--- src/sfk_pkg.sv ---
`timescale 1ns / 1ps
// Shared types, constants and operand tables for the skeleton forward kinematics block.
// No dependencies; the other files, sfk_ram apart, refer to this package by scoped names.
package sfk_pkg;

  localparam int MaxJoints = 256;
  localparam int StoreDepth = (MaxJoints < 256) ? MaxJoints : 256;
  localparam int AddrW = (StoreDepth > 1) ? $clog2(StoreDepth) : 1;
  localparam int QueueDepth = 2;
  localparam int One = 16384;

  // operand sources of the shared multiplier
  localparam logic [3:0] SRC_P0  = 4'd0;
  localparam logic [3:0] SRC_P1  = 4'd1;
  localparam logic [3:0] SRC_P2  = 4'd2;
  localparam logic [3:0] SRC_P3  = 4'd3;
  localparam logic [3:0] SRC_L0  = 4'd4;
  localparam logic [3:0] SRC_L1  = 4'd5;
  localparam logic [3:0] SRC_L2  = 4'd6;
  localparam logic [3:0] SRC_L3  = 4'd7;
  localparam logic [3:0] SRC_V0  = 4'd8;
  localparam logic [3:0] SRC_V1  = 4'd9;
  localparam logic [3:0] SRC_V2  = 4'd10;
  localparam logic [3:0] SRC_D2  = 4'd11;
  localparam logic [3:0] SRC_C2X = 4'd12;
  localparam logic [3:0] SRC_C2Y = 4'd13;
  localparam logic [3:0] SRC_C2Z = 4'd14;
  localparam logic [3:0] SRC_K   = 4'd15;

  localparam logic [1:0] OP_NOP = 2'd0;
  localparam logic [1:0] OP_ADD = 2'd1;
  localparam logic [1:0] OP_SUB = 2'd2;

  typedef struct packed {
    logic [3:0] a;
    logic [3:0] b;
    logic [1:0] op;
  } term_t;

  typedef struct packed {
    logic              is_root;
    logic [7:0]        parent_index;
    logic [3:0][15:0]  local_q;
    logic [2:0][31:0]  rest;
    logic [2:0][31:0]  root;
    logic [7:0]        joint;
    logic [31:0]       frame;
    logic              last;
    logic              bad;
  } job_t;

  typedef struct packed {
    logic [31:0] pos_x;
    logic [31:0] pos_y;
    logic [31:0] pos_z;
    logic [7:0]  joint_number;
    logic [31:0] frame_number;
    logic        last_of_frame;
    logic        bad_parent;
  } res_t;

  function automatic term_t mk(input logic [3:0] a, input logic [3:0] b, input logic [1:0] op);
    term_t t;
    t.a = a;
    t.b = b;
    t.op = op;
    return t;
  endfunction

  // Hamilton product parent * local, one component per group
  function automatic term_t qp_term(input logic [1:0] g, input logic [1:0] s);
    term_t t;
    case ({g, s})
      4'd0:  t = mk(SRC_P3, SRC_L0, OP_ADD);
      4'd1:  t = mk(SRC_P0, SRC_L3, OP_ADD);
      4'd2:  t = mk(SRC_P1, SRC_L2, OP_ADD);
      4'd3:  t = mk(SRC_P2, SRC_L1, OP_SUB);
      4'd4:  t = mk(SRC_P3, SRC_L1, OP_ADD);
      4'd5:  t = mk(SRC_P0, SRC_L2, OP_SUB);
      4'd6:  t = mk(SRC_P1, SRC_L3, OP_ADD);
      4'd7:  t = mk(SRC_P2, SRC_L0, OP_ADD);
      4'd8:  t = mk(SRC_P3, SRC_L2, OP_ADD);
      4'd9:  t = mk(SRC_P0, SRC_L1, OP_ADD);
      4'd10: t = mk(SRC_P1, SRC_L0, OP_SUB);
      4'd11: t = mk(SRC_P2, SRC_L3, OP_ADD);
      4'd12: t = mk(SRC_P3, SRC_L3, OP_ADD);
      4'd13: t = mk(SRC_P0, SRC_L0, OP_SUB);
      4'd14: t = mk(SRC_P1, SRC_L1, OP_SUB);
      4'd15: t = mk(SRC_P2, SRC_L2, OP_SUB);
      default: t = mk(SRC_P0, SRC_P0, OP_NOP);
    endcase
    return t;
  endfunction

  // rotate by the parent: dot, cross x/y/z, k, then result x/y/z
  function automatic term_t rot_term(input logic [2:0] g, input logic [1:0] s);
    term_t t;
    case ({g, s})
      5'd0:  t = mk(SRC_P0, SRC_V0, OP_ADD);
      5'd1:  t = mk(SRC_P1, SRC_V1, OP_ADD);
      5'd2:  t = mk(SRC_P2, SRC_V2, OP_ADD);
      5'd4:  t = mk(SRC_P1, SRC_V2, OP_ADD);
      5'd5:  t = mk(SRC_P2, SRC_V1, OP_SUB);
      5'd8:  t = mk(SRC_P2, SRC_V0, OP_ADD);
      5'd9:  t = mk(SRC_P0, SRC_V2, OP_SUB);
      5'd12: t = mk(SRC_P0, SRC_V1, OP_ADD);
      5'd13: t = mk(SRC_P1, SRC_V0, OP_SUB);
      5'd16: t = mk(SRC_P3, SRC_P3, OP_ADD);
      5'd17: t = mk(SRC_P0, SRC_P0, OP_SUB);
      5'd18: t = mk(SRC_P1, SRC_P1, OP_SUB);
      5'd19: t = mk(SRC_P2, SRC_P2, OP_SUB);
      5'd20: t = mk(SRC_D2, SRC_P0, OP_ADD);
      5'd21: t = mk(SRC_V0, SRC_K, OP_ADD);
      5'd22: t = mk(SRC_C2X, SRC_P3, OP_ADD);
      5'd24: t = mk(SRC_D2, SRC_P1, OP_ADD);
      5'd25: t = mk(SRC_V1, SRC_K, OP_ADD);
      5'd26: t = mk(SRC_C2Y, SRC_P3, OP_ADD);
      5'd28: t = mk(SRC_D2, SRC_P2, OP_ADD);
      5'd29: t = mk(SRC_V2, SRC_K, OP_ADD);
      5'd30: t = mk(SRC_C2Z, SRC_P3, OP_ADD);
      default: t = mk(SRC_P0, SRC_P0, OP_NOP);
    endcase
    return t;
  endfunction

  // round to nearest, ties away from zero, then drop 14 fraction bits
  function automatic logic signed [71:0] rshr14(input logic signed [71:0] x);
    logic signed [71:0] b;
    b = x + (x[71] ? 72'sd8191 : 72'sd8192);
    return b >>> 14;
  endfunction

  function automatic logic [31:0] mag32(input logic signed [31:0] x);
    return x[31] ? 32'(-x) : 32'(x);
  endfunction

endpackage

--- src/sfk_job_queue.sv ---
`timescale 1ns / 1ps
// Short request queue between the front end and the compute engine.
// Depends on sfk_pkg for the request type and depth.
module sfk_job_queue (
  input  logic          clk,
  input  logic          rst,
  input  logic          push,
  input  sfk_pkg::job_t push_job,
  output logic          full,
  input  logic          pop,
  output sfk_pkg::job_t head_job,
  output logic          empty
);

  localparam int PtrW = (sfk_pkg::QueueDepth > 1) ? $clog2(sfk_pkg::QueueDepth) : 1;
  localparam int CntW = $clog2(sfk_pkg::QueueDepth + 1);

  sfk_pkg::job_t entries [sfk_pkg::QueueDepth];
  logic [PtrW-1:0] wp;
  logic [PtrW-1:0] rp;
  logic [CntW-1:0] cnt;
  logic            do_push;
  logic            do_pop;

  assign full     = cnt == CntW'(sfk_pkg::QueueDepth);
  assign empty    = cnt == '0;
  assign do_push  = push && !full;
  assign do_pop   = pop && !empty;
  assign head_job = entries[rp];

  always_ff @(posedge clk) begin
    if (do_push) begin
      entries[wp] <= push_job;
    end
  end

  always_ff @(posedge clk) begin
    if (rst) begin
      wp  <= '0;
      rp  <= '0;
      cnt <= '0;
    end else begin
      if (do_push) begin
        wp <= (wp == PtrW'(sfk_pkg::QueueDepth - 1)) ? '0 : wp + PtrW'(1);
      end
      if (do_pop) begin
        rp <= (rp == PtrW'(sfk_pkg::QueueDepth - 1)) ? '0 : rp + PtrW'(1);
      end
      if (do_push && !do_pop) begin
        cnt <= cnt + CntW'(1);
      end else if (do_pop && !do_push) begin
        cnt <= cnt - CntW'(1);
      end
    end
  end

endmodule

--- config.mk ---
export PLATFORM = sky130hd
export DESIGN_NAME = sfk_job_queue
export DESIGN_NICKNAME = d
export VERILOG_FILES = /design/src/sfk_pkg.sv /design/src/sfk_job_queue.sv
export SDC_FILE = /design/constraint.sdc
export NUM_CORES = 1
export LEC_CHECK = 0
export BUFFER_PORTS_ARGS = -buffer_cell sky130_fd_sc_hd__buf_2
export CORE_AREA = 2 2 245 247
export CTS_CLUSTER_SIZE = 40
export DETAILED_ROUTE_END_ITERATION = 10
export DIE_AREA = 0 0 247 249
export PLACE_DENSITY = 0.63
export SLEW_MARGIN = 20
export SYNTH_ARGS = -nofsm -noshare
export SYNTH_HDL_FRONTEND = slang
export SYNTH_SLANG_ARGS = --single-unit
--- constraint.sdc ---
create_clock -name clk -period 15 [get_ports clk]
set_clock_uncertainty 0.15 [all_clocks]
set_input_delay 0.75 -clock clk [delete_from_list [all_inputs] [get_ports clk]]
set_output_delay 0.75 -clock clk [all_outputs]
set_load 0.01 [all_outputs]
==> flow_metrics.tcl <==
set metrics [dict create \
    outcome "complete, no violations" \
    min_period_ns 4.90 \
    dieArea_mm2 0.0615 \
    via_per_inst 4.67 \
    wl_met2_mm 26.3 \
    grt_overflow 0 \
    max_cap_viol_count 0 \
    syn_avg_cell_area_um2 23.8 \
    clk_latency_ns 0.60 \
    post-synth-top-count-cell "edfxtp_1" \
    arrival_ns 4.00 \
    clk_transition_reported_paths_ns 0.06 \
    hpwl_mm 36.1 \
    grt_usage 0.162 \
    nets 1950 \
    pwr-share-clk 0.284 \
    seq_power_share 0.451 \
    p_comb_frac 0.265 \
    synthFlopType "edfxtp_1" \
    p_sw_mw 1.36 \
    start_kind "register" \
    crit_fanout 57 \
    fmax_ghz 0.204 \
    netlist_area_mm2 0.0233 \
    async_flop_share 0 \
    yosysWarnings 0 \
    ys_seq_elements 619 \
    route.vias.total 11600 \
    ys_top_cells_by_area "edfxtp_1 79%, mux2_4 15%, mux2_2 3.7%" \
    p_per_area_mw_per_mm2 171 \
    area_growth_pct 24.5 \
    p_sw_frac 0.273 \
    synth-edff-count 614 \
    cts_max_level 2 \
    cts.path.max_buffers 3 \
    drtAntennaViolNets 0 \
    core_area_mm2 0.0587 \
    dr_wl_met3_mm 4.42 \
    finalSetupViolations 0 \
    wl_met1_mm 19.3 \
    cts_tree "yes" \
    finalWorstSetupSlack_ns 10.10 \
    required_ns 14.10 \
    yosys-top-cells-count "614 x edfxtp_1, 230 x mux2_4, 77 x mux2_2" \
    cts_hold_buf 0 \
    drtIter0Drc 596 \
    pin_count 620 \
    seq_area_frac_synth 0.795 \
    cts_root_buffer "clkbuf_16" \
    slew_violations 0 \
    synth_cell_types 15 \
    p_leak_nw 11.1 \
    internal_power_mw 3.61 \
    grt_max_degree 127 \
    tightestPinTransition_ns 1.14 \
    grt_pass1_wl_mm 74.7 \
    cts_setup_buffers 0 \
    drive_above_1_share 0.605 \
    numCtsBuffers 60 \
    portBuffers 619 \
    drcViolationCount 0 \
    grt_pass1_vias 12100 \
    cts_resized 0 \
    place_congestion 0.845 \
    wl_per_cell_um 20.9 \
    path_class "reg -> out" \
    synth_nets 1292 \
    hold_path_class "in -> reg" \
    end_kind "output port" \
    final_hold_viol_count 0 \
    route.final.wire_length_mm 51.7 \
    antenna_found_initial 27 \
    die_y_um 249 \
    highest_layer "met5" \
    floorplan.initialDensity 0.397 \
    netlist_instances 980 \
    worst_ir_drop_vdd_v 0.000176 \
    synth_top_area_share 0.791 \
    min_period_over_period 0.327 \
    finalSetupTns_ns 0 \
    rsz0062_at_grt "no" \
    drtPass1Iterations 4 \
    timing.max_slew.rel_slack 0.243 \
    cts.sinks 619 \
    yosysTopAreaCell "edfxtp_1" \
    dieWidth_um 247 \
    num_rows 89 \
    dp_slack_ns 10.52 \
]
-- kinds of logic after synthesis --
family	after synthesis	synth area share
XOR/XNOR	3	0.00113
flip-flops	619	0.795
AO/OA/AOI/OAI	5	0.00107
buffers and inverters	36	0.0149
AND/OR/NAND/NOR	9	0.00188
adder cells (fa/ha/maj)	1	0.000537
multiplexers	307	0.185
-- metal layers --
layer	track usage	vias to the layer above
li1	-	5252
met1	0.182	5734
met2	0.279	425
met3	0.0582	117
met4	0.0616	26
met5	0	-
-- path summary, 6_finish.rpt --
| kind | slack [ns] | depth (start not counted) | start | endpoint |
|---|---|---|---|---|
| setup / recovery | 10.10 | 5 | register | head_job[252] |
| hold / removal | 0.18 | 1 | push_job[303] | entries[1][303]$_DFFE_PP_ |
| setup reg to reg | 10.95 | 5 | cnt[0]$_SDFFE_PP0P_ | entries[0][134]$_DFFE_PP_ |
| hold reg to reg | 0.37 | 2 | rp$_SDFFE_PP0P_ | rp$_SDFFE_PP0P_ |
-- worst max-delay path: stages (launching register included) --
cell and delay, ns:
dfxtp_4 0.70, buf_16 0.31, buf_4 0.84, buf_4 0.89, mux2_4 0.36, buf_2 0.14
-- final cells by class --
type | count | area (um2)
Tap cell | 773 | 967
Sequential cell | 619 | 18500
Timing Repair Buffer | 630 | 3210
Inverter | 2 | 15.0
Antenna cell | 14 | 35.0
Multi-Input combinational cell | 325 | 4430
Clock buffer | 74 | 1580
Fill cell | 4874 | 29700
Clock inverter | 35 | 251
-- metrics by stage --
stage               cell area [um2]  total power [mW]  cells  utilization  hold slack (ns)
floorplan                     23300              3.22    980            -            0.302
finish                        29000              4.97   2472        0.495            0.181
global route                  29000              5.18   2468        0.494            0.135
detailed placement            27100              3.61   2348        0.462            0.346
global placement              27100              3.59   2348        0.462            0.321
CTS                           29000              5.03   2457        0.494            0.131
-- sequential cells by signal, summed over array words and instances (netlist names), named ones only --
signal and cells:
entries 614, cnt 2, rp 1, wp 1
-- cells in the final DEF, fill, tap and decap left out, types with 2 or more instances in the layout --
cell type   synthesis  layout
a21oi_1             2       2
buf_2               7     619
buf_4               0       9
bufinv_16           0       3
clkbuf_1            0      13
clkbuf_16           0      61
clkinv_1            0      17
clkinv_2            0       9
clkinvlp_4          0       4
dfxtp_1             5       4
diode_2             0      14
edfxtp_1          614     614
inv_8               0       3
mux2_2             77      77
mux2_4            230     230
nor2_1              5       5
o21ai_0             3       3
or3_1               2       2
xor2_1              3       3
-- power groups by stage --
stage          logic, mW  registers, mW  clock network [mW]
2_1_floorplan      0.892           2.33                   0
3_3_place_gp        1.30           2.29                   0
3_5_place_dp        1.31           2.30                   0
4_1_cts             1.32           2.26                1.45
5_1_grt             1.40           2.26                1.52
6_report            1.31           2.24                1.41
Note: power is estimated with default switching activity, not from simulation.
