## config.mk

```make
export PLATFORM = sky130hd
export DESIGN_NAME = sfk_front
export DESIGN_NICKNAME = d
export VERILOG_FILES = /design/src/sfk_pkg.sv /design/src/sfk_front.sv
export SDC_FILE = /design/constraint.sdc
export NUM_CORES = 1
export LEC_CHECK = 0
export ABC_AREA = 1
export BUFFER_PORTS_ARGS = -buffer_cell sky130_fd_sc_hd__buf_2
export CORE_AREA = 4 4 225 227
export DETAILED_ROUTE_END_ITERATION = 8
export DIE_AREA = 0 0 229 231
export PLACE_DENSITY = 0.4
export SETUP_SLACK_MARGIN = 0.5
export SLEW_MARGIN = 15
export SYNTH_ARGS = -nofsm -noshare
export SYNTH_HDL_FRONTEND = slang
export SYNTH_SLANG_ARGS = --single-unit
export TNS_END_PERCENT = 30
```

## constraint.sdc

```tcl
create_clock -name clk -period 2.4 [get_ports clk]
set_clock_uncertainty 0.05 [all_clocks]
set_input_delay 0.48 -clock clk [delete_from_list [all_inputs] [get_ports clk]]
set_output_delay 0.48 -clock clk [all_outputs]
set_load 0.02 [all_outputs]
```

## src/sfk_pkg.sv

```systemverilog
`timescale 1ns / 1ps
// Shared types, constants and operand tables for the skeleton forward kinematics block.
// No dependencies; the other files, sfk_ram apart, refer to this package by scoped names.
package sfk_pkg;

  localparam int MaxJoints = 256;
  localparam int StoreDepth = (MaxJoints < 256) ? MaxJoints : 256;
  localparam int AddrW = (StoreDepth > 1) ? $clog2(StoreDepth) : 1;
  localparam int QueueDepth = 2;
  localparam int One = 16384;

  // operand sources of the shared multiplier
  localparam logic [3:0] SRC_P0  = 4'd0;
  localparam logic [3:0] SRC_P1  = 4'd1;
  localparam logic [3:0] SRC_P2  = 4'd2;
  localparam logic [3:0] SRC_P3  = 4'd3;
  localparam logic [3:0] SRC_L0  = 4'd4;
  localparam logic [3:0] SRC_L1  = 4'd5;
  localparam logic [3:0] SRC_L2  = 4'd6;
  localparam logic [3:0] SRC_L3  = 4'd7;
  localparam logic [3:0] SRC_V0  = 4'd8;
  localparam logic [3:0] SRC_V1  = 4'd9;
  localparam logic [3:0] SRC_V2  = 4'd10;
  localparam logic [3:0] SRC_D2  = 4'd11;
  localparam logic [3:0] SRC_C2X = 4'd12;
  localparam logic [3:0] SRC_C2Y = 4'd13;
  localparam logic [3:0] SRC_C2Z = 4'd14;
  localparam logic [3:0] SRC_K   = 4'd15;

  localparam logic [1:0] OP_NOP = 2'd0;
  localparam logic [1:0] OP_ADD = 2'd1;
  localparam logic [1:0] OP_SUB = 2'd2;

  typedef struct packed {
    logic [3:0] a;
    logic [3:0] b;
    logic [1:0] op;
  } term_t;

  typedef struct packed {
    logic              is_root;
    logic [7:0]        parent_index;
    logic [3:0][15:0]  local_q;
    logic [2:0][31:0]  rest;
    logic [2:0][31:0]  root;
    logic [7:0]        joint;
    logic [31:0]       frame;
    logic              last;
    logic              bad;
  } job_t;

  typedef struct packed {
    logic [31:0] pos_x;
    logic [31:0] pos_y;
    logic [31:0] pos_z;
    logic [7:0]  joint_number;
    logic [31:0] frame_number;
    logic        last_of_frame;
    logic        bad_parent;
  } res_t;

  function automatic term_t mk(input logic [3:0] a, input logic [3:0] b, input logic [1:0] op);
    term_t t;
    t.a = a;
    t.b = b;
    t.op = op;
    return t;
  endfunction

  // Hamilton product parent * local, one component per group
  function automatic term_t qp_term(input logic [1:0] g, input logic [1:0] s);
    term_t t;
    case ({g, s})
      4'd0:  t = mk(SRC_P3, SRC_L0, OP_ADD);
      4'd1:  t = mk(SRC_P0, SRC_L3, OP_ADD);
      4'd2:  t = mk(SRC_P1, SRC_L2, OP_ADD);
      4'd3:  t = mk(SRC_P2, SRC_L1, OP_SUB);
      4'd4:  t = mk(SRC_P3, SRC_L1, OP_ADD);
      4'd5:  t = mk(SRC_P0, SRC_L2, OP_SUB);
      4'd6:  t = mk(SRC_P1, SRC_L3, OP_ADD);
      4'd7:  t = mk(SRC_P2, SRC_L0, OP_ADD);
      4'd8:  t = mk(SRC_P3, SRC_L2, OP_ADD);
      4'd9:  t = mk(SRC_P0, SRC_L1, OP_ADD);
      4'd10: t = mk(SRC_P1, SRC_L0, OP_SUB);
      4'd11: t = mk(SRC_P2, SRC_L3, OP_ADD);
      4'd12: t = mk(SRC_P3, SRC_L3, OP_ADD);
      4'd13: t = mk(SRC_P0, SRC_L0, OP_SUB);
      4'd14: t = mk(SRC_P1, SRC_L1, OP_SUB);
      4'd15: t = mk(SRC_P2, SRC_L2, OP_SUB);
      default: t = mk(SRC_P0, SRC_P0, OP_NOP);
    endcase
    return t;
  endfunction

  // rotate by the parent: dot, cross x/y/z, k, then result x/y/z
  function automatic term_t rot_term(input logic [2:0] g, input logic [1:0] s);
    term_t t;
    case ({g, s})
      5'd0:  t = mk(SRC_P0, SRC_V0, OP_ADD);
      5'd1:  t = mk(SRC_P1, SRC_V1, OP_ADD);
      5'd2:  t = mk(SRC_P2, SRC_V2, OP_ADD);
      5'd4:  t = mk(SRC_P1, SRC_V2, OP_ADD);
      5'd5:  t = mk(SRC_P2, SRC_V1, OP_SUB);
      5'd8:  t = mk(SRC_P2, SRC_V0, OP_ADD);
      5'd9:  t = mk(SRC_P0, SRC_V2, OP_SUB);
      5'd12: t = mk(SRC_P0, SRC_V1, OP_ADD);
      5'd13: t = mk(SRC_P1, SRC_V0, OP_SUB);
      5'd16: t = mk(SRC_P3, SRC_P3, OP_ADD);
      5'd17: t = mk(SRC_P0, SRC_P0, OP_SUB);
      5'd18: t = mk(SRC_P1, SRC_P1, OP_SUB);
      5'd19: t = mk(SRC_P2, SRC_P2, OP_SUB);
      5'd20: t = mk(SRC_D2, SRC_P0, OP_ADD);
      5'd21: t = mk(SRC_V0, SRC_K, OP_ADD);
      5'd22: t = mk(SRC_C2X, SRC_P3, OP_ADD);
      5'd24: t = mk(SRC_D2, SRC_P1, OP_ADD);
      5'd25: t = mk(SRC_V1, SRC_K, OP_ADD);
      5'd26: t = mk(SRC_C2Y, SRC_P3, OP_ADD);
      5'd28: t = mk(SRC_D2, SRC_P2, OP_ADD);
      5'd29: t = mk(SRC_V2, SRC_K, OP_ADD);
      5'd30: t = mk(SRC_C2Z, SRC_P3, OP_ADD);
      default: t = mk(SRC_P0, SRC_P0, OP_NOP);
    endcase
    return t;
  endfunction

  // round to nearest, ties away from zero, then drop 14 fraction bits
  function automatic logic signed [71:0] rshr14(input logic signed [71:0] x);
    logic signed [71:0] b;
    b = x + (x[71] ? 72'sd8191 : 72'sd8192);
    return b >>> 14;
  endfunction

  function automatic logic [31:0] mag32(input logic signed [31:0] x);
    return x[31] ? 32'(-x) : 32'(x);
  endfunction

endpackage

```

## src/sfk_front.sv

```systemverilog
`timescale 1ns / 1ps
// Front end: takes input items, numbers joints and frames, flags bad parents.
// Depends on sfk_pkg; feeds sfk_job_queue.
module sfk_front (
  input  logic               clk,
  input  logic               rst,
  input  logic               cfg_valid,
  output logic               cfg_ready,
  input  logic [8:0]         cfg_data,
  input  logic               push,
  input  logic               full,
  input  logic               is_root,
  input  logic [7:0]         parent_index,
  input  logic signed [15:0] local_qx,
  input  logic signed [15:0] local_qy,
  input  logic signed [15:0] local_qz,
  input  logic signed [15:0] local_qw,
  input  logic signed [31:0] rest_x,
  input  logic signed [31:0] rest_y,
  input  logic signed [31:0] rest_z,
  input  logic signed [31:0] root_x,
  input  logic signed [31:0] root_y,
  input  logic signed [31:0] root_z,
  output logic               q_push,
  output sfk_pkg::job_t      q_job
);

  logic [8:0]  joint_count;
  logic [7:0]  joint_counter;
  logic [31:0] frame_counter;
  logic [8:0]  count_eff;
  logic        last;

  assign cfg_ready = 1'b1;
  assign q_push = push && !full;

  always_comb begin
    if (joint_count == 9'd0) begin
      count_eff = 9'd1;
    end else if (joint_count > 9'(sfk_pkg::StoreDepth)) begin
      count_eff = 9'(sfk_pkg::StoreDepth);
    end else begin
      count_eff = joint_count;
    end
  end

  assign last = ({1'b0, joint_counter} + 9'd1) >= count_eff;

  always_comb begin
    q_job.is_root      = is_root;
    q_job.parent_index = parent_index;
    q_job.local_q      = {local_qw, local_qz, local_qy, local_qx};
    q_job.rest         = {rest_z, rest_y, rest_x};
    q_job.root         = {root_z, root_y, root_x};
    q_job.joint        = joint_counter;
    q_job.frame        = frame_counter;
    q_job.last         = last;
    q_job.bad          = !is_root && (parent_index >= joint_counter);
  end

  always_ff @(posedge clk) begin
    if (rst) begin
      joint_count   <= 9'd1;
      joint_counter <= 8'd0;
      frame_counter <= 32'd0;
    end else begin
      if (cfg_valid) begin
        joint_count <= cfg_data;
      end
      // advance the joint number; wrap and bump the frame on the last joint
      if (q_push) begin
        if (last) begin
          joint_counter <= 8'd0;
          frame_counter <= frame_counter + 32'd1;
        end else begin
          joint_counter <= joint_counter + 8'd1;
        end
      end
    end
  end

endmodule

```

==> impl_metrics.env, run 1 <==
export IMPL_htree_levels=2
export IMPL_antenna_found_initial=1
export IMPL_syn_avg_cell_area_um2=6.62
export IMPL_maxSlewViolCount=0
export IMPL_io_pins=588
export IMPL_yosysWarnings=0
export IMPL_setup_viol=39
export IMPL_cts_buffer_depth=2
export IMPL_ys_types=31
export IMPL_powerDensity_nw_per_um2=432
export IMPL_whs_ns=0.359
export IMPL_drt_iter0_drc=156
export IMPL_synth_top_area_frac=0.377
export IMPL_clkSlewWorstSetupHoldPaths_ns=0.07
export IMPL_synthFlopType="dfxtp_1"
export IMPL_status="complete, but fails checks"
export IMPL_vias=4117
export IMPL_synth_compound_area_share=0.0567
export IMPL_worstHoldPathType="primary input to register"
export IMPL_cap_violations=0
export IMPL_cts_tree="done"
export IMPL_grt_pass1_wl_um=28300
export IMPL_r2r_start="joint_counter[0]$_SDFFE_PP0P_"
export IMPL_hold_violations=0
export IMPL_p_comb_frac=0.319
export IMPL_r2r_cells=16
export IMPL_drc=0
export IMPL_layout_min_cycle_time_ns=2.64
export IMPL_hpwlAfterDp_um=16300
export IMPL_cts_hold_repair_buffers=0
export IMPL_initial_core_util=0.109
export IMPL_synthMuxAreaShare=0
export IMPL_stdcell_count=1276
export IMPL_synth_cells=804
export IMPL_critPathKind="register to output port"
export IMPL_maxSlewHeadroom=0.662
export IMPL_whs_path_depth=3
export IMPL_post_route_cells_drive_above_1_share=0.361
export IMPL_start_kind="register"
export IMPL_port_buffers=74
export IMPL_setup_ws_ns=-0.235
export IMPL_peakVddDrop_mv=0.226
export IMPL_row_count=81
export IMPL_place_inst=1249
export IMPL_rsz0062_at_grt="true"
export IMPL_power_internal_w=0.00157
export IMPL_num_antenna_cells=0
export IMPL_yosysSeqAreaShare=0.184
export IMPL_end_kind="output port"
export IMPL_core_um2=48600
export IMPL_whs_endpoint="joint_count[3]$_SDFFE_PP0P_"
export IMPL_critPathArrivalTime_ns=2.11
export IMPL_netSwitchingFraction=0.336
export IMPL_utilization=0.113
export IMPL_yosysTopAreaCell="buf_4"
export IMPL_r2r_slack_ns=-0.13
export IMPL_synth_xor_area_frac=0.0214
export IMPL_gp_congestion=0.769
export IMPL_final_common_cell="nand2_1"
export IMPL_synth_top_family_by_area="buffers and inverters"
export IMPL_crit_required_ns=1.87
export IMPL_r2r_end="frame_counter[0]$_SDFFE_PP0P_"
export IMPL_cp_max_fo=4
export IMPL_synth_edff_count=0
export IMPL_grt_pass1_vias=4084
export IMPL_yosys_top_cells_area="buf_4 (38%), dfxtp_1 (18%), nand2_1 (12%)"
export IMPL_clk_latency_ns=0.31
export IMPL_hp_start="cfg_data[3]"
export IMPL_switchingPower_w=0.000795
export IMPL_power_leakage_nw=2.15
export IMPL_tightest_slew_ns=0.506
export IMPL_yosys_area_share_simple=0.264
export IMPL_syn_nets=1102
export IMPL_vias_per_cell=3.23
export IMPL_synth_area_um2=5320
export IMPL_layout_common_cells="nand2_1 (146), nor2_1 (93), buf_2 (72)"
export IMPL_die_h_um=231
export IMPL_clock_tree_root_cell="clkbuf_16"
export IMPL_die_area_um2=52900
export IMPL_routed_wl_um=20400
export IMPL_grt_max_degree=22
export IMPL_max_freq_mhz=379
export IMPL_ant_nets=0
export IMPL_dr_pass1_iters=4
export IMPL_cts_sinks=49
export IMPL_die_w_um=229
export IMPL_p_clk_frac=0.320
export IMPL_fin_nets=951
export IMPL_fin_crit_sh=1.10
export IMPL_numCtsBuffers=5
export IMPL_wl_per_cell_um=16.0
export IMPL_synth_seq_cells=49
export IMPL_pwr_share_seq=0.361
export IMPL_grt_usage=0.0727
export IMPL_failed_checks="setup timing"
export IMPL_grt_overflow=0
export IMPL_syn2layout_area_growth_pct=3.13
export IMPL_async_flop_share=0
export IMPL_synthAdderAreaFrac=0.0447
==> power by group through the flow <==
stage                     clock network (W)  registers, W  logic [W]
final                              0.000758      0.000855   0.000755
after global routing               0.000817      0.000860   0.000821
after CTS                          0.000794      0.000854   0.000618
after detailed placement                  0      0.000874   0.000465
after global placement                    0      0.000873   0.000464
after floorplan                           0      0.000890   0.000905
==> layer usage <==
layer	routed length, µm	GRT usage	up-vias
li1	-	-	1916
met1	7410	0.0755	1861
met2	9440	0.117	262
met3	2730	0.0422	78
met4	862	0.0375	0
met5	0	0.000919	-
==> cells by family (layout without fill, tap and decap cells) <==
logic type	count (synthesis)	in the layout
xor+xnor	13	13
buf+inv	333	182
other cells	1	1
compound gates	56	56
flops	49	49
fa+ha+maj	19	19
simple gates	333	334
==> state kept, by name (all words and copies together), names as in the netlist <==
signal	cells
frame_counter	32
joint_counter	8
joint_count	9
==> synth_stat cells, types with 3 or more instances <==
| master | n |
|---|---|
| inv_1 | 46 |
| inv_2 | 5 |
| buf_2 | 5 |
| a21oi_2 | 4 |
| nand2_1 | 175 |
| nor2_4 | 6 |
| o21ai_0 | 17 |
| xnor2_1 | 3 |
| nor2_1 | 97 |
| xor2_1 | 10 |
| a21oi_1 | 32 |
| dfxtp_1 | 49 |
| nand2_2 | 6 |
| nand3_1 | 31 |
| nor2_2 | 7 |
| nand4_1 | 6 |
| clkbuf_1 | 3 |
| buf_4 | 267 |
| ha_1 | 19 |
==> repair_timing <==
action                     4_1_cts  5_1_grt
buffers inserted                 5        8
setup endpoints to repair       42       42
cloned                           4        2
pin swaps                       31        8
gates resized for setup         69       37
==> worst max-delay path, stage by stage, from the launching register on <==
cell     delay [ns]
dfxtp_4        0.38
ha_4           0.14
nand2_4        0.06
nor2_2         0.12
xor2_2         0.25
ha_4           0.25
nand2_1        0.08
inv_1          0.04
nand2_1        0.08
nand2_1        0.07
nand2_2        0.08
nand3_4        0.10
buf_8          0.16
==> per-stage QoR <==
step,TNS (ns),power [W],setup WS (ns),instance area [µm²]
after detailed placement,-3.58,0.00134,-0.190,4670
after floorplan,0,0.00180,0.0527,5380
final,-3.01,0.00237,-0.235,5490
after CTS,-1.95,0.00227,-0.266,5180
after global routing,-8.31,0.00250,-0.347,5490
after global placement,-2.83,0.00134,-0.135,4670
==> final cells by class <==
| cell class | instances | area (µm²) |
|---|---|---|
| fillers | 5709 | 43200 |
| multi-input cells | 423 | 2450 |
| flip-flops and latches | 49 | 998 |
| repair buffers | 121 | 921 |
| well taps | 622 | 778 |
| inverters | 53 | 199 |
| clock buffers | 6 | 129 |
| clock inverters | 2 | 13.8 |
==> worst max path at each step <==
stage | from | endpoint | slack, ns
4_1_cts | joint_counter[0]$_SDFFE_PP0P_ | q_job[1] | -0.27
2_1_floorplan | joint_counter[0]$_SDFFE_PP0P_ | q_job[1] | 0.05
3_5_place_dp | joint_counter[0]$_SDFFE_PP0P_ | frame_counter[31]$_SDFFE_PP0P_ | -0.19
3_3_place_gp | joint_counter[1]$_SDFFE_PP0P_ | frame_counter[30]$_SDFFE_PP0P_ | -0.13
5_1_grt | joint_counter[0]$_SDFFE_PP0P_ | q_job[1] | -0.35
6_report | joint_counter[0]$_SDFFE_PP0P_ | q_job[1] | -0.24
No activity file was read; power rests on OpenSTA's default activity.
==> run 2, diff against run 1 <==
--- a/config.mk
+++ b/config.mk
@@ -5,12 +5,11 @@
 export SDC_FILE = /design/constraint.sdc
 export NUM_CORES = 1
 export LEC_CHECK = 0
-export ABC_AREA = 1
 export BUFFER_PORTS_ARGS = -buffer_cell sky130_fd_sc_hd__buf_2
-export CORE_AREA = 4 4 225 227
+export CORE_AREA = 4 4 230 232
 export DETAILED_ROUTE_END_ITERATION = 8
-export DIE_AREA = 0 0 229 231
-export PLACE_DENSITY = 0.4
+export DIE_AREA = 0 0 234 236
+export PLACE_DENSITY = 0.38
 export SETUP_SLACK_MARGIN = 0.5
 export SLEW_MARGIN = 15
 export SYNTH_ARGS = -nofsm -noshare
==> impl_metrics.env, run 2 <==
export IMPL_status="complete, but fails checks"
export IMPL_failed_checks="setup timing"
export IMPL_cp_max_fo=2
export IMPL_ys_types=42
export IMPL_syn2layout_area_growth_pct=4.42
export IMPL_async_flop_share=0
export IMPL_clkSlewWorstSetupHoldPaths_ns=0.07
export IMPL_layout_min_cycle_time_ns=3.15
export IMPL_num_antenna_cells=0
export IMPL_clock_tree_root_cell="clkbuf_16"
export IMPL_vias=3554
export IMPL_setup_viol=42
export IMPL_top_register="frame_counter"
export IMPL_synth_cells=652
export IMPL_layout_common_cells="buf_2 (72), nor2_1 (51), buf_4 (50)"
export IMPL_initial_core_util=0.103
export IMPL_numCtsBuffers=5
export IMPL_yosysTopAreaCell="buf_4"
export IMPL_ant_nets=0
export IMPL_final_common_cell="buf_2"
export IMPL_die_h_um=236
export IMPL_power_leakage_nw=2.09
export IMPL_cap_violations=0
export IMPL_grt_overflow=0
export IMPL_dp_slack_ns=-0.616
export IMPL_routed_wl_um=22400
export IMPL_yosys_top_cells_area="buf_4 (38%), dfxtp_1 (19%), ha_1 (4.5%)"
export IMPL_synth_area_um2=5240
export IMPL_cts_tree="done"
export IMPL_core_um2=51000
export IMPL_cts_buffer_depth=2
export IMPL_vias_per_cell=3.00
export IMPL_synth_top_area_frac=0.383
export IMPL_crit_path_start="joint_counter[1]$_SDFFE_PP0P_"
export IMPL_pwr_share_seq=0.384
export IMPL_syn_nets=950
export IMPL_netSwitchingFraction=0.295
export IMPL_synth_common_cells="buf_4 (267), nor2_1 (51), dfxtp_1 (49), a21oi_1 (35), nor2b_1 (33)"
export IMPL_grt_pass1_vias=3633
export IMPL_fillCellCount=5868
export IMPL_peakVddDrop_mv=0.264
export IMPL_powerDensity_nw_per_um2=397
export IMPL_power_internal_w=0.00153
export IMPL_hp_start="cfg_data[0]"
export IMPL_critPathKind="register to output port"
export IMPL_gp_congestion=0.685
export IMPL_drc=0
export IMPL_yosysMostFrequentCell="buf_4"
export IMPL_syn_avg_cell_area_um2=8.03
export IMPL_cts_sinks=49
export IMPL_io_pins=588
export IMPL_end_kind="output port"
export IMPL_row_count=83
export IMPL_p_clk_frac=0.404
export IMPL_hpwlAfterDp_um=18900
export IMPL_largest_reg_flops=32
export IMPL_rsz0062_at_grt="true"
export IMPL_max_freq_mhz=317
export IMPL_port_buffers=74
export IMPL_htree_levels=2
export IMPL_post_route_cells_drive_above_1_share=0.451
export IMPL_die_w_um=234
export IMPL_dr_pass1_iters=4
export IMPL_critPathArrivalTime_ns=2.62
export IMPL_grt_max_degree=82
export IMPL_crit_required_ns=1.87
export IMPL_worstHoldPathType="primary input to register"
export IMPL_drt_iter0_drc=135
export IMPL_die_area_um2=55200
export IMPL_grt_pass1_wl_um=29400
export IMPL_yosysWarnings=0
export IMPL_grt_usage=0.0756
export IMPL_finalInstanceArea_um2=5470
export IMPL_r2r_start="joint_counter[1]$_SDFFE_PP0P_"
export IMPL_synthFlopType="dfxtp_1"
export IMPL_fin_crit_sh=1.31
export IMPL_setup_ws_ns=-0.751
export IMPL_postPlaceCellArea_um2=4840
export IMPL_hold_violations=0
export IMPL_maxSlewViolCount=0
export IMPL_clk_latency_ns=0.30
export IMPL_switchingPower_w=0.000641
export IMPL_synth_seq_cells=49
export IMPL_start_kind="register"
export IMPL_antenna_found_initial=0
export IMPL_p_comb_frac=0.212
export IMPL_yosysSeqAreaShare=0.187
export IMPL_fin_nets=800
export IMPL_wl_per_cell_um=19.0
export IMPL_largestRegisters="frame_counter (32), joint_count (9), joint_counter (8)"
export IMPL_synth_edff_count=0
export IMPL_p_total_w=0.00217
[run 2: power groups by stage]
stage                     clock network, W  logic [W]  registers (W)
after global placement                   0   0.000380       0.000853
final                             0.000877   0.000461       0.000834
after CTS                         0.000909   0.000448       0.000834
after global routing              0.000941   0.000507       0.000836
after detailed placement                 0   0.000383       0.000853
after floorplan                          0   0.000858       0.000860
[run 2: final timing paths]
check | cells after the start | endpoint | slack (ns)
min | 2 | joint_count[0]$_SDFFE_PP1P_ | 0.34
min reg2reg | 2 | joint_counter[7]$_SDFFE_PP0P_ | 0.45
max reg2reg | 15 | frame_counter[30]$_SDFFE_PP0P_ | -0.71
max | 12 | q_job[1] | -0.75
[run 2: final cells by class]
class / count / area, µm² / share of cell area
multi-input combinational: 298 / 2410 / 0.440
sequential: 49 / 996 / 0.182
timing repair buffer: 137 / 993 / 0.182
tap: 680 / 851 / 0.156
clock buffer: 6 / 139 / 0.0254
inverter: 11 / 45.0 / 0.00824
clock inverter: 2 / 37.5 / 0.00686
[run 2: metrics by stage]
step                      TNS, ns  utilization  hold slack (ns)  std cells
after CTS                  -23.64        0.104            0.335       1181
after floorplan            -17.89            -            0.434        652
final                      -23.83        0.107            0.344       1183
after detailed placement   -20.41       0.0948            0.447       1168
after global placement     -20.29       0.0948            0.437       1168
after global routing       -28.36        0.107            0.336       1183
[run 2: logic make-up after synthesis]
kind of cell,Yosys count,share of synthesized area
compound gates,52,0.0700
xor+xnor,6,0.0100
fa+ha+maj,19,0.0454
buf+inv,305,0.419
flops,49,0.187
mux,40,0.0839
other cells,1,0.000716
simple gates,180,0.183
[run 2: what timing repair did]
item / in CTS / in global routing
setup buffers: 4 / 2
setup endpoints to repair: 43 / 43
resized for setup: 56 / 25
pin swaps: 8 / 7
gates cloned: 1 / 0
hold buffers: 0 / 0
[run 2: routing by layer]
metal,vias to the layer above,share of wire,global-route usage
met5,-,0,0
li1,1589,-,-
met4,0,0.044,0.0331
met1,1611,0.30,0.0656
met2,272,0.48,0.129
met3,82,0.17,0.0577
[run 2: critical path, cell delays in order, from the launching register on]
cell	delay (ns)
dfxtp_4	0.36
ha_4	0.13
nand2_2	0.04
or3_4	0.34
xnor2_2	0.15
ha_1	0.30
nand4_1	0.13
nor3_1	0.07
buf_4	0.14
a2111oi_4	0.27
buf_12	0.15
nand2_2	0.06
buf_4	0.16
==> run 3, diff against run 2 <==
--- a/config.mk
+++ b/config.mk
@@ -5,11 +5,12 @@
 export SDC_FILE = /design/constraint.sdc
 export NUM_CORES = 1
 export LEC_CHECK = 0
+export ABC_CLOCK_PERIOD_IN_PS = 2400
 export BUFFER_PORTS_ARGS = -buffer_cell sky130_fd_sc_hd__buf_2
 export CORE_AREA = 4 4 230 232
+export CTS_CLUSTER_SIZE = 20
 export DETAILED_ROUTE_END_ITERATION = 8
 export DIE_AREA = 0 0 234 236
-export PLACE_DENSITY = 0.38
 export SETUP_SLACK_MARGIN = 0.5
 export SLEW_MARGIN = 15
 export SYNTH_ARGS = -nofsm -noshare
==> impl_metrics.env, run 3 (synthesis results as in run 2) <==
export IMPL_status="complete, but fails checks"
export IMPL_failed_checks="setup timing"
export IMPL_vias_per_cell=3.05
export IMPL_layout_common_cells="buf_2 (71), nor2_1 (50), dfxtp_1 (43), buf_4 (43), nor2b_1 (33)"
export IMPL_cts_hold_repair_buffers=0
export IMPL_fin_crit_sh=1.28
export IMPL_grt_usage=0.0715
export IMPL_cts_buffer_depth=2
export IMPL_wl_met3_um=3470
export IMPL_htree_levels=2
export IMPL_die_w_um=234
export IMPL_num_antenna_cells=0
export IMPL_die_area_um2=55200
export IMPL_peakVddDrop_mv=0.199
export IMPL_ant_nets=0
export IMPL_layout_min_cycle_time_ns=3.08
export IMPL_rsz0062_at_grt="true"
export IMPL_worstHoldPathType="primary input to register"
export IMPL_clk_latency_ns=0.29
export IMPL_utilization=0.109
export IMPL_fin_nets=798
export IMPL_m1WireLength_um=6390
export IMPL_vias=3597
export IMPL_start_kind="register"
export IMPL_dr_wl_met2_um=11100
export IMPL_cp_max_fo=4
export IMPL_critPathArrivalTime_ns=2.55
export IMPL_largest_reg_flops=32
export IMPL_wl_per_cell_um=18.5
export IMPL_post_route_cells_drive_above_1_share=0.475
export IMPL_clkSlewWorstSetupHoldPaths_ns=0.07
export IMPL_grt_overflow=0
export IMPL_routed_top_layer="met4"
export IMPL_fin_setup_tns_ns=-20.25
export IMPL_syn2layout_area_growth_pct=6.50
export IMPL_antenna_found_initial=0
export IMPL_grt_pass1_vias=3610
export IMPL_port_buffers=74
export IMPL_initial_core_util=0.103
export IMPL_gp_congestion=0.725
export IMPL_die_h_um=236
export IMPL_maxSlewViolCount=0
export IMPL_crit_required_ns=1.87
export IMPL_powerDensity_nw_per_um2=383
export IMPL_io_pins=588
export IMPL_grt_pass1_wl_um=27700
export IMPL_end_kind="output port"
export IMPL_numCtsBuffers=5
export IMPL_drc=0
export IMPL_largestRegisters="frame_counter (32), joint_count (9), joint_counter (8)"
export IMPL_setup_viol=42
export IMPL_clock_tree_root_cell="clkbuf_16"
export IMPL_cap_violations=0
export IMPL_cts_sinks=49
export IMPL_top_register="frame_counter"
export IMPL_power_leakage_nw=2.10
export IMPL_row_count=83
export IMPL_dr_pass1_iters=4
export IMPL_cts_tree="done"
export IMPL_drt_iter0_drc=165
export IMPL_hpwlAfterDp_um=18100
export IMPL_final_common_cell="buf_2"
export IMPL_routed_wl_um=21800
export IMPL_fillCellCount=5829
export IMPL_grt_max_degree=82
export IMPL_max_freq_mhz=325
export IMPL_critPathKind="register to output port"
export IMPL_hold_violations=0
export IMPL_setup_ws_ns=-0.677
export IMPL_core_um2=51000
[run 3: changes by cell type in the layout (fill, tap and decap cells not counted), sizes merged]
cell	change
clkinv	+1
bufbuf	+1
bufinv	-1
buf	-4
inv	+1
[run 3: cell type report]
cell class	count	area (µm²)	area share
inverters	11	45.0	0.00808
clock inverters	3	21.3	0.00381
well taps	680	851	0.153
clock buffers	5	125	0.0224
flip-flops and latches	49	996	0.179
repair buffers	135	1030	0.185
multi-input cells	298	2510	0.450
[run 3: worst paths after layout]
| path | start | cells past startpoint | slack, ns | to |
|---|---|---|---|---|
| max | joint_counter[1]$_SDFFE_PP0P_ | 11 | -0.68 | q_job[1] |
| min | cfg_data[0] | 2 | 0.38 | joint_count[0]$_SDFFE_PP1P_ |
| max reg2reg | joint_counter[1]$_SDFFE_PP0P_ | 12 | -0.67 | frame_counter[25]$_SDFFE_PP0P_ |
| min reg2reg | frame_counter[1]$_SDFFE_PP0P_ | 2 | 0.51 | frame_counter[1]$_SDFFE_PP0P_ |
[run 3: routing by layer]
metal / GRT usage / up-vias
li1: - / 1593
met1: 0.0606 / 1657
met2: 0.127 / 267
met3: 0.0508 / 80
met4: 0.0304 / 0
met5: 0 / -
[run 3: stage by stage]
stage	instance area (µm²)	setup WS (ns)	hold WS, ns	power (W)	cells
2_1_floorplan	5330	-0.775	0.434	0.00172	652
3_3_place_gp	4790	-0.654	0.470	0.00123	1160
3_5_place_dp	4790	-0.647	0.491	0.00123	1160
4_1_cts	5260	-0.685	0.393	0.00210	1179
5_1_grt	5580	-0.762	0.377	0.00225	1181
6_report	5580	-0.677	0.379	0.00214	1181
[run 3: report_power, final]
part / switching, W / total (W) / internal (W)
registers: 0.0000104 / 0.000834 / 0.000824
logic: 0.000302 / 0.000570 / 0.000268
clock network: 0.000343 / 0.000733 / 0.000390
[run 3: repair_timing]
action,CTS,global route
buffers inserted,9,1
gates resized for setup,38,64
pin swaps,17,26
cloned,2,1
endpoints found under the setup margin,43,43
[run 3: critical path: stages (launching register included)]
cell       delay (ns)
dfxtp_4          0.36
ha_4             0.13
buf_4            0.12
nand3_1          0.15
xnor2_2          0.19
ha_1             0.25
a211oi_2         0.26
nor3_2           0.09
a2111oi_4        0.31
buf_4            0.18
nand2_4          0.06
buf_6            0.13
